### config.mk
export PLATFORM = sky130hd
export DESIGN_NAME = cosine_similarity
export DESIGN_NICKNAME = d
export VERILOG_FILES = /design/src/rtl/core/cossim_pkg.sv /design/src/rtl/core/cossim_front.sv /design/src/rtl/core/cossim_queue.sv /design/src/rtl/core/cossim_back.sv /design/src/rtl/core/cosine_similarity.sv
export VERILOG_INCLUDE_DIRS = /design/src /design/src/rtl/core
export SDC_FILE = /design/constraint.sdc
export NUM_CORES = 2
export LEC_CHECK = 0
export BUFFER_PORTS_ARGS = -buffer_cell sky130_fd_sc_hd__buf_4
export CAP_MARGIN = 20
export CORE_MARGIN = 1
export CORE_UTILIZATION = 60
export CTS_BUF_LIST = sky130_fd_sc_hd__clkbuf_16
export CTS_CLUSTER_SIZE = 30
export DETAILED_ROUTE_END_ITERATION = 10
export GPL_ROUTABILITY_DRIVEN = 0
export PLACE_DENSITY = 0.74
export SYNTH_ARGS = -nofsm -noshare
export SYNTH_HDL_FRONTEND = slang
export SYNTH_HIERARCHICAL = 1
export SYNTH_SLANG_ARGS = --single-unit
### constraint.sdc
create_clock -name aclk -period 21.6 [get_ports aclk]
set_clock_uncertainty 0.1 [all_clocks]
set_input_delay 2.16 -clock aclk [delete_from_list [all_inputs] [get_ports aclk]]
set_output_delay 2.16 -clock aclk [all_outputs]
set_load 0.02 [all_outputs]
### src/rtl/core/assert_macros.svh
// assertion helpers shared by the rtl
`ifndef ASSERT_MACROS_SVH
`define ASSERT_MACROS_SVH

// same-cycle implication, checked outside reset
`define CS_ASSERT_IMP(label, clk, rst_n, ante, cons) \
    label: assert property (@(posedge clk) disable iff (!rst_n) (ante) |-> (cons)) \
        else $error("assertion failed");

// next-cycle implication, checked outside reset
`define CS_ASSERT_NXT(label, clk, rst_n, ante, cons) \
    label: assert property (@(posedge clk) disable iff (!rst_n) (ante) |=> (cons)) \
        else $error("assertion failed");

`endif

### src/rtl/core/cossim_pkg.sv
`default_nettype none

package cossim_pkg;

    localparam int MAX_ELEMENTS_DEFAULT = 16;

    localparam int ELEM_W      = 16;
    localparam int PROD_W      = 2 * ELEM_W;
    localparam int SUM_W       = 36;
    localparam int HALF_W      = SUM_W / 2;
    localparam int WIDE_W      = 2 * SUM_W;
    localparam int QUO_W       = 30;
    localparam int ROOT_W      = QUO_W / 2;
    localparam int SIM_W       = 16;
    localparam int QUEUE_DEPTH = 2;

    // 1.0 in q1.15
    localparam logic [SIM_W-1:0] SIM_ONE = 16'h8000;

    // one finished vector pair handed from front to back
    typedef struct packed {
        logic [SUM_W-1:0] dot;
        logic [SUM_W-1:0] norm_a;
        logic [SUM_W-1:0] norm_b;
    } sums_t;

endpackage

`default_nettype wire

### src/rtl/core/cossim_front.sv
`default_nettype none

module cossim_front import cossim_pkg::*; #(
    parameter int MAX_ELEMENTS = MAX_ELEMENTS_DEFAULT
) (
    input  wire logic              aclk,
    input  wire logic              aresetn,
    input  wire logic              s_tvalid,
    output logic                   s_tready,
    input  wire logic [ELEM_W-1:0] elem_a,
    input  wire logic [ELEM_W-1:0] elem_b,
    input  wire logic              last_pair,
    output logic                   push_valid,
    output sums_t                  push_data,
    input  wire logic              push_ready
);

    localparam int CNT_W = $clog2(MAX_ELEMENTS + 1);

    function automatic logic [SUM_W-1:0] sat_add(input logic [SUM_W-1:0] acc,
                                                 input logic [PROD_W-1:0] v);
        logic [SUM_W:0] s;
        s = {1'b0, acc} + (SUM_W + 1)'(v);
        return s[SUM_W] ? {SUM_W{1'b1}} : s[SUM_W-1:0];
    endfunction

    logic [CNT_W-1:0]  cnt_reg, cnt_next;
    logic              p1_valid_reg;
    logic              p1_take_reg;
    logic              p1_last_reg;
    logic [PROD_W-1:0] pd_reg, pa_reg, pb_reg;
    logic [SUM_W-1:0]  dot_reg, na_reg, nb_reg;
    logic [SUM_W-1:0]  dot_add, na_add, nb_add;
    logic              accept, drain, take;

    assign drain    = p1_valid_reg && (!p1_last_reg || push_ready);
    assign s_tready = !p1_valid_reg || drain;
    assign accept   = s_tvalid && s_tready;
    assign take     = cnt_reg < CNT_W'(MAX_ELEMENTS);

    always_comb begin
        if (last_pair) begin
            cnt_next = '0;
        end else if (take) begin
            cnt_next = cnt_reg + CNT_W'(1);
        end else begin
            cnt_next = cnt_reg;
        end
    end

    assign dot_add = p1_take_reg ? sat_add(dot_reg, pd_reg) : dot_reg;
    assign na_add  = p1_take_reg ? sat_add(na_reg, pa_reg) : na_reg;
    assign nb_add  = p1_take_reg ? sat_add(nb_reg, pb_reg) : nb_reg;

    assign push_valid       = p1_valid_reg && p1_last_reg;
    assign push_data.dot    = dot_add;
    assign push_data.norm_a = na_add;
    assign push_data.norm_b = nb_add;

    always_ff @(posedge aclk) begin
        if (!aresetn) begin
            p1_valid_reg <= 1'b0;
            cnt_reg      <= '0;
            dot_reg      <= '0;
            na_reg       <= '0;
            nb_reg       <= '0;
        end else begin
            if (accept) begin
                p1_valid_reg <= 1'b1;
                cnt_reg      <= cnt_next;
            end else if (drain) begin
                p1_valid_reg <= 1'b0;
            end
            if (drain) begin
                if (p1_last_reg) begin
                    dot_reg <= '0;
                    na_reg  <= '0;
                    nb_reg  <= '0;
                end else begin
                    dot_reg <= dot_add;
                    na_reg  <= na_add;
                    nb_reg  <= nb_add;
                end
            end
        end
    end

    // products for one pair
    always_ff @(posedge aclk) begin
        if (accept) begin
            pd_reg      <= PROD_W'(elem_a) * PROD_W'(elem_b);
            pa_reg      <= PROD_W'(elem_a) * PROD_W'(elem_a);
            pb_reg      <= PROD_W'(elem_b) * PROD_W'(elem_b);
            p1_take_reg <= take;
            p1_last_reg <= last_pair;
        end
    end

endmodule

`default_nettype wire

### src/rtl/core/cossim_queue.sv
`default_nettype none

module cossim_queue import cossim_pkg::*; (
    input  wire logic  aclk,
    input  wire logic  aresetn,
    input  wire logic  push_valid,
    input  wire sums_t push_data,
    output logic       push_ready,
    output logic       pop_valid,
    output sums_t      pop_data,
    input  wire logic  pop
);

    localparam int PTR_W = $clog2(QUEUE_DEPTH);
    localparam int LVL_W = $clog2(QUEUE_DEPTH + 1);

    sums_t            mem_reg [QUEUE_DEPTH];
    logic [PTR_W-1:0] wr_ptr_reg, rd_ptr_reg;
    logic [LVL_W-1:0] level_reg;
    logic             do_push, do_pop;

    assign push_ready = level_reg != LVL_W'(QUEUE_DEPTH);
    assign pop_valid  = level_reg != '0;
    assign pop_data   = mem_reg[rd_ptr_reg];
    assign do_push    = push_valid && push_ready;
    assign do_pop     = pop && pop_valid;

    always_ff @(posedge aclk) begin
        if (!aresetn) begin
            wr_ptr_reg <= '0;
            rd_ptr_reg <= '0;
            level_reg  <= '0;
        end else begin
            if (do_push) begin
                wr_ptr_reg <= wr_ptr_reg + PTR_W'(1);
            end
            if (do_pop) begin
                rd_ptr_reg <= rd_ptr_reg + PTR_W'(1);
            end
            case ({do_push, do_pop})
                2'b10:   level_reg <= level_reg + LVL_W'(1);
                2'b01:   level_reg <= level_reg - LVL_W'(1);
                default: level_reg <= level_reg;
            endcase
        end
    end

    always_ff @(posedge aclk) begin
        if (do_push) begin
            mem_reg[wr_ptr_reg] <= push_data;
        end
    end

endmodule

`default_nettype wire

### src/rtl/core/cossim_back.sv
`default_nettype none

module cossim_back import cossim_pkg::*; (
    input  wire logic             aclk,
    input  wire logic             aresetn,
    input  wire logic             job_valid,
    input  wire sums_t            job,
    output logic                  job_pop,
    output logic                  m_tvalid,
    input  wire logic             m_tready,
    output logic [SIM_W-1:0]      m_similarity,
    output logic                  m_undefined
);

    localparam logic [2:0] ST_IDLE  = 3'd0;
    localparam logic [2:0] ST_MUL   = 3'd1;
    localparam logic [2:0] ST_CHECK = 3'd2;
    localparam logic [2:0] ST_DIV   = 3'd3;
    localparam logic [2:0] ST_SQRT  = 3'd4;
    localparam logic [2:0] ST_OUT   = 3'd5;

    localparam int MUL_W  = 2 * HALF_W;
    localparam int STEP_W = $clog2(QUO_W);
    localparam int REM_W  = ROOT_W + 2;

    localparam logic [STEP_W-1:0] MUL_LAST  = STEP_W'(8);
    localparam logic [STEP_W-1:0] DIV_LAST  = STEP_W'(QUO_W - 1);
    localparam logic [STEP_W-1:0] SQRT_LAST = STEP_W'(ROOT_W - 1);

    logic [2:0]        state_reg;
    logic [STEP_W-1:0] step_reg;
    logic [SUM_W-1:0]  dot_reg, na_reg, nb_reg;
    logic [MUL_W-1:0]  mult_reg;
    logic [WIDE_W-1:0] p_reg, d_reg;
    logic [WIDE_W-1:0] rem_reg;
    logic [QUO_W-1:0]  q_reg;
    logic [REM_W-1:0]  sq_rem_reg;
    logic [ROOT_W-1:0] root_reg;
    logic [SIM_W-1:0]  res_sim_reg;
    logic              res_undef_reg;
    logic              m_valid_reg;
    logic [SIM_W-1:0]  m_sim_reg;
    logic              m_undef_reg;
    logic              out_load;

    // shared 18x18 multiplier, partial products of na*nb then dot*dot
    logic [2:0]        mul_idx, add_idx;
    logic [SUM_W-1:0]  x_src, y_src;
    logic [HALF_W-1:0] x_half, y_half;
    logic [MUL_W-1:0]  mul_next;
    logic [5:0]        shift_amt;
    logic [WIDE_W-1:0] shifted;

    assign mul_idx  = step_reg[2:0];
    assign add_idx  = step_reg[2:0] - 3'd1;
    assign x_src    = mul_idx[2] ? dot_reg : na_reg;
    assign y_src    = mul_idx[2] ? dot_reg : nb_reg;
    assign x_half   = mul_idx[1] ? x_src[SUM_W-1:HALF_W] : x_src[HALF_W-1:0];
    assign y_half   = mul_idx[0] ? y_src[SUM_W-1:HALF_W] : y_src[HALF_W-1:0];
    assign mul_next = MUL_W'(x_half) * MUL_W'(y_half);

    always_comb begin
        case (add_idx[1:0])
            2'd0:    shift_amt = 6'd0;
            2'd3:    shift_amt = 6'(2 * HALF_W);
            default: shift_amt = 6'(HALF_W);
        endcase
    end

    assign shifted = WIDE_W'(mult_reg) << shift_amt;

    // restoring division step for (dot^2 << 30) / (na*nb)
    logic [WIDE_W:0] div_shift, div_diff;
    logic            div_ge;

    assign div_shift = {rem_reg, 1'b0};
    assign div_ge    = div_shift >= {1'b0, p_reg};
    assign div_diff  = div_shift - {1'b0, p_reg};

    // square root, two radicand bits a step
    logic [REM_W+1:0]  sq_cur, sq_trial, sq_diff;
    logic              sq_ge;
    logic [ROOT_W-1:0] root_next;

    assign sq_cur    = {sq_rem_reg, q_reg[QUO_W-1 -: 2]};
    assign sq_trial  = (REM_W + 2)'({root_reg, 2'b01});
    assign sq_ge     = sq_cur >= sq_trial;
    assign sq_diff   = sq_cur - sq_trial;
    assign root_next = {root_reg[ROOT_W-2:0], sq_ge};

    assign job_pop      = (state_reg == ST_IDLE) && job_valid;
    assign out_load     = (state_reg == ST_OUT) && (!m_valid_reg || m_tready);
    assign m_tvalid     = m_valid_reg;
    assign m_similarity = m_sim_reg;
    assign m_undefined  = m_undef_reg;

    always_ff @(posedge aclk) begin
        if (!aresetn) begin
            state_reg   <= ST_IDLE;
            step_reg    <= '0;
            m_valid_reg <= 1'b0;
        end else begin
            if (out_load) begin
                m_valid_reg <= 1'b1;
            end else if (m_tready) begin
                m_valid_reg <= 1'b0;
            end
            case (state_reg)
                ST_IDLE: begin
                    if (job_valid) begin
                        state_reg <= ST_MUL;
                        step_reg  <= '0;
                    end
                end
                ST_MUL: begin
                    if (step_reg == MUL_LAST) begin
                        state_reg <= ST_CHECK;
                    end else begin
                        step_reg <= step_reg + STEP_W'(1);
                    end
                end
                ST_CHECK: begin
                    step_reg <= '0;
                    if (na_reg == '0 || nb_reg == '0 || d_reg >= p_reg) begin
                        state_reg <= ST_OUT;
                    end else begin
                        state_reg <= ST_DIV;
                    end
                end
                ST_DIV: begin
                    if (step_reg == DIV_LAST) begin
                        state_reg <= ST_SQRT;
                        step_reg  <= '0;
                    end else begin
                        step_reg <= step_reg + STEP_W'(1);
                    end
                end
                ST_SQRT: begin
                    if (step_reg == SQRT_LAST) begin
                        state_reg <= ST_OUT;
                    end else begin
                        step_reg <= step_reg + STEP_W'(1);
                    end
                end
                ST_OUT: begin
                    if (out_load) begin
                        state_reg <= ST_IDLE;
                    end
                end
                default: state_reg <= ST_IDLE;
            endcase
        end
    end

    // datapath
    always_ff @(posedge aclk) begin
        case (state_reg)
            ST_IDLE: begin
                dot_reg <= job.dot;
                na_reg  <= job.norm_a;
                nb_reg  <= job.norm_b;
                p_reg   <= '0;
                d_reg   <= '0;
            end
            ST_MUL: begin
                mult_reg <= mul_next;
                if (step_reg != '0) begin
                    if (add_idx[2]) begin
                        d_reg <= d_reg + shifted;
                    end else begin
                        p_reg <= p_reg + shifted;
                    end
                end
            end
            ST_CHECK: begin
                rem_reg    <= d_reg;
                q_reg      <= '0;
                sq_rem_reg <= '0;
                root_reg   <= '0;
                if (na_reg == '0 || nb_reg == '0) begin
                    res_sim_reg   <= '0;
                    res_undef_reg <= 1'b1;
                end else begin
                    // dot^2 >= na*nb for parallel vectors or once sums saturate: cap at one
                    res_sim_reg   <= SIM_ONE;
                    res_undef_reg <= 1'b0;
                end
            end
            ST_DIV: begin
                rem_reg <= div_ge ? div_diff[WIDE_W-1:0] : div_shift[WIDE_W-1:0];
                q_reg   <= {q_reg[QUO_W-2:0], div_ge};
            end
            ST_SQRT: begin
                sq_rem_reg <= sq_ge ? sq_diff[REM_W-1:0] : sq_cur[REM_W-1:0];
                root_reg   <= root_next;
                q_reg      <= {q_reg[QUO_W-3:0], 2'b00};
                if (step_reg == SQRT_LAST) begin
                    res_sim_reg <= SIM_W'(root_next);
                end
            end
            ST_OUT: begin
                if (out_load) begin
                    m_sim_reg   <= res_sim_reg;
                    m_undef_reg <= res_undef_reg;
                end
            end
            default: begin
                mult_reg <= mult_reg;
            end
        endcase
    end

endmodule

`default_nettype wire

### src/rtl/core/cosine_similarity.sv
// cosine similarity of two streamed vectors
//
// s_ channel: one element pair per word, a and b unsigned q4.12, s_tlast
// marks the final pair of the vectors. m_ channel: one word per vector
// pair, the cosine in unsigned q1.15 (0..32768) with m_tuser set when
// either norm is zero (the cosine then reads 0).
// only the first MAX_ELEMENTS pairs of a vector are summed; the sums
// saturate at 2^36-1 and a result pushed above one by that is capped.
// the front takes one pair per cycle unless a finished vector pair waits
// for room in the queue. after the last pair the result passes the
// accumulate/queue stage, the job pickup, the 18x18 partial products for
// na*nb and dot^2, the check, 30 division steps, 15 square root steps and
// the output load; a zero norm or a capped cosine skips division and root.
// the solver handles one vector pair at a time and takes the next only
// once its result is loaded; a 2-deep queue between front and solver
// lets the front run ahead by two vectors.
// reset (aresetn low, synchronous) clears the sums, the queue and any
// pending result. when m_tready stays low the result is held, the solver
// waits and the queue then the front fill up before s_tready drops.
`default_nettype none
`include "assert_macros.svh"

module cosine_similarity import cossim_pkg::*; #(
    parameter int MAX_ELEMENTS = MAX_ELEMENTS_DEFAULT
) (
    input  wire logic        aclk,
    input  wire logic        aresetn,
    input  wire logic        s_tvalid,
    output logic             s_tready,
    input  wire logic [31:0] s_tdata,   // elem_a [15:0], elem_b [31:16]
    input  wire logic        s_tlast,   // last_pair
    output logic             m_tvalid,
    input  wire logic        m_tready,
    output logic [15:0]      m_tdata,   // similarity [15:0]
    output logic             m_tuser    // undefined
);

    logic  push_valid, push_ready;
    sums_t push_data;
    logic  job_valid, job_pop;
    sums_t job;

    cossim_front #(
        .MAX_ELEMENTS(MAX_ELEMENTS)
    ) u_front (
        .aclk       (aclk),
        .aresetn    (aresetn),
        .s_tvalid   (s_tvalid),
        .s_tready   (s_tready),
        .elem_a     (s_tdata[ELEM_W-1:0]),
        .elem_b     (s_tdata[2*ELEM_W-1:ELEM_W]),
        .last_pair  (s_tlast),
        .push_valid (push_valid),
        .push_data  (push_data),
        .push_ready (push_ready)
    );

    cossim_queue u_queue (
        .aclk       (aclk),
        .aresetn    (aresetn),
        .push_valid (push_valid),
        .push_data  (push_data),
        .push_ready (push_ready),
        .pop_valid  (job_valid),
        .pop_data   (job),
        .pop        (job_pop)
    );

    cossim_back u_back (
        .aclk         (aclk),
        .aresetn      (aresetn),
        .job_valid    (job_valid),
        .job          (job),
        .job_pop      (job_pop),
        .m_tvalid     (m_tvalid),
        .m_tready     (m_tready),
        .m_similarity (m_tdata),
        .m_undefined  (m_tuser)
    );

    // a zero norm always comes out as a zero cosine
    `CS_ASSERT_IMP(a_undef_zero, aclk, aresetn, m_tvalid && m_tuser, m_tdata == 16'd0)
    // the cosine never leaves 0..1
    `CS_ASSERT_IMP(a_sim_range, aclk, aresetn, m_tvalid, m_tdata <= SIM_ONE)
    // the solver only takes a job that is in the queue
    `CS_ASSERT_IMP(a_pop_valid, aclk, aresetn, job_pop, job_valid)
    // once a job is taken the solver is busy for the next cycle
    `CS_ASSERT_NXT(a_pop_busy, aclk, aresetn, job_pop, !job_pop)

endmodule

`default_nettype wire

==> impl_metrics.yaml <==
placed_design:
  dp.final_hpwl_um: 175000
  placed_cell_area_sq_mm: 0.0894
  io_buffers: 55
sta:
  rsz0062_at_grt: "false"
  hold_ws_ns: 0.319
  worstMarginPinSlew_ns: 1.17
  relSlewSlack_pct: 21.7
  fin_crit_sh_pct: 40.1
  setup_tns_ns: 0
  setup_viol: 0
  min_period_ns: 8.66
  slew_violations: 0
  fmax_ghz: 0.115
  hold_viol_final: 0
synthesis:
  synth_warnings: 6
  syn-instance-count: 9163
  synth_top_family_by_area: "adder cells"
  syn_nets: 10800
  synth_edf_count: 768
  synth_xor_area_share_pct: 4.12
  synth_top_area_share_pct: 26.3
  yosys.area.top_type: "edfxtp_1"
  yosys.area_share.simple_pct: 13.8
  syn_area_per_cell_sq_um: 9.56
  synth-compound-area-share_pct: 13.6
  synth_area_leaders: "edfxtp_1 26%, fa_1 18%, ha_1 12%"
  ys_types: 104
  async_flop_share_pct: 0
  synth_seq_cells: 896
  synth_ff_type: "edfxtp_1"
  syn_area_sq_mm: 0.0876
  synth.area.mux_share_pct: 2.89
  ys_seq_area_share_pct: 29.2
  synth.most_common_cell: "inv_1"
  yosys.area_share.adder_pct: 29.5
  ys_top_cells_by_count: "1,213 x inv_1, 987 x nand2_1, 817 x ha_1, 779 x fa_1, 768 x edfxtp_1"
setup_path:
  endpoint: "u_back/mult_reg[29]"
  reg2reg_from: "u_back/step_reg[0]"
  required_ns: 21.96
  path_max_fanout: 30
  end_kind: "flip-flop"
  crit_type: "flip-flop to flip-flop"
  worst_r2r_endpoint: "u_back/mult_reg[29]"
  r2r_cells: 24
  crit_start: "u_back/step_reg[0]"
  critPathLaunchType: "flip-flop"
  arrival_ns: 9.02
  reg2reg_slack_ns: 12.94
finish:
  final_area_sq_mm: 0.0928
  layout.nets: 10600
  syn_to_final_growth_pct: 5.92
  largest_reg_flops: 216
  drive_gt1_share_pct: 5.42
drt:
  via_count: 67000
  ant_nets: 0
  first_iter_violations: 5544
  wl_per_cell_um: 20.8
  vias_per_cell: 6.10
  dr.pass1.iters: 9
  routed_wl_um: 228000
  drcViolationCount: 0
status:
  run_status: "finished clean"
clock_network:
  clock_latency_ns: 0.75
  clk_pin_slew_worst_paths_ns: 0.07
  cts-root-buf: "clkbuf_16"
  post_cts_buffers: 0
  cts_resized: 0
  cts_buffers: 100
  ctsHoldBuffers: 0
  cts_tree: "built"
  clock_sinks: 896
  cts_buffer_depth: 3
  h-tree-depth: 3
grt:
  grt_overflow: 0
  grt_pass1_vias: 67900
  grt_pass1_wl_um: 361000
  antenna_found_initial: 1
  track_usage_pct: 31.1
  grt_max_degree: 92
min_path:
  hold_class: "flip-flop to flip-flop"
die:
  ioPinCount: 56
  start_util_pct: 60.8
  core-area_sq_mm: 0.144
  die-width_um: 384
  die_y_um: 384
  rows: 139
  dieArea_sq_mm: 0.148
job:
  cap_violations: 0
[worst max-delay path, cell delays in order (launching register included)]
cell	delay, ns
dfxtp_2	0.32
buf_4	0.45
mux2_2	0.46
o21ai_1	0.76
inv_1	0.37
and2_1	0.29
fa_1	0.53
inv_1	0.05
fa_1	0.50
fa_1	0.51
inv_1	0.05
fa_1	0.49
fa_1	0.55
inv_1	0.05
fa_1	0.54
inv_1	0.05
ha_1	0.30
o21ai_0	0.14
a31oi_1	0.32
o21ai_0	0.33
o31ai_1	0.47
nor2_1	0.12
o21bai_1	0.24
a41oi_1	0.18
xnor2_1	0.17
[layer usage]
layer | vias to the layer above | track usage (%) | routed length [um] | part of all wire, %
met5 | - | 0 | 0 | 0
met4 | 0 | 17.8 | 13900 | 6.1
met3 | 649 | 3.77 | 15600 | 6.8
met2 | 2921 | 52.1 | 108000 | 48
met1 | 32600 | 38.9 | 90200 | 40
li1 | 30900 | - | - | -
[logic make-up after synthesis]
kind of cell,Yosys count
compound gates,1820
xor+xnor,412
buf+inv,1589
simple gates,2642
mux,208
flops,896
fa+ha+maj,1596
[worst min-delay path by stage]
stage                     slack (ns)  cells past startpoint                       to              startpoint
final                           0.32                      0   u_back/m_similarity[7]   u_back/res_sim_reg[7]
after global routing            0.33                      0  u_back/m_similarity[15]  u_back/res_sim_reg[15]
after CTS                       0.32                      0  u_back/m_similarity[15]  u_back/res_sim_reg[15]
after detailed placement        0.31                      0  u_back/m_similarity[15]  u_back/res_sim_reg[15]
after global placement          0.30                      0  u_back/m_similarity[11]  u_back/res_sim_reg[11]
after floorplan                 0.30                      0   u_back/m_similarity[0]   u_back/res_sim_reg[0]
[cell type report]
cell class	count	area, sq um
Clock inverter	88	925
Multi-Input combinational cell	6678	56000
Clock buffer	100	2500
Timing Repair Buffer	97	746
Antenna cell	3	7.51
Sequential cell	896	25600
Tap cell	1903	2380
Inverter	1221	4590
Fill cell	11400	51400
[layout by cell type (no fill, tap or decap), drive strengths merged, types with 260 or more instances in the layout]
cell type / Yosys / final
a21oi: 497 / 497
nor2: 744 / 744
o21ai: 334 / 334
and2: 268 / 268
xnor2: 260 / 260
ha: 817 / 817
inv: 1214 / 1246
edfxtp: 768 / 768
a21o: 283 / 283
nand2: 988 / 988
fa: 779 / 779
[metrics by stage]
stage               cells  setup WS (ns)  utilization (%)
global placement    10800          12.62             62.0
floorplan            9163          13.27                -
CTS                 11000          13.01             64.4
global route        11000          12.70             64.4
finish              11000          12.94             64.4
detailed placement  10800          12.52             62.0
Power is left out: the tool's default activity adds up to more than one toggle a clock period on the data nets, which glitch-free logic cannot reach.
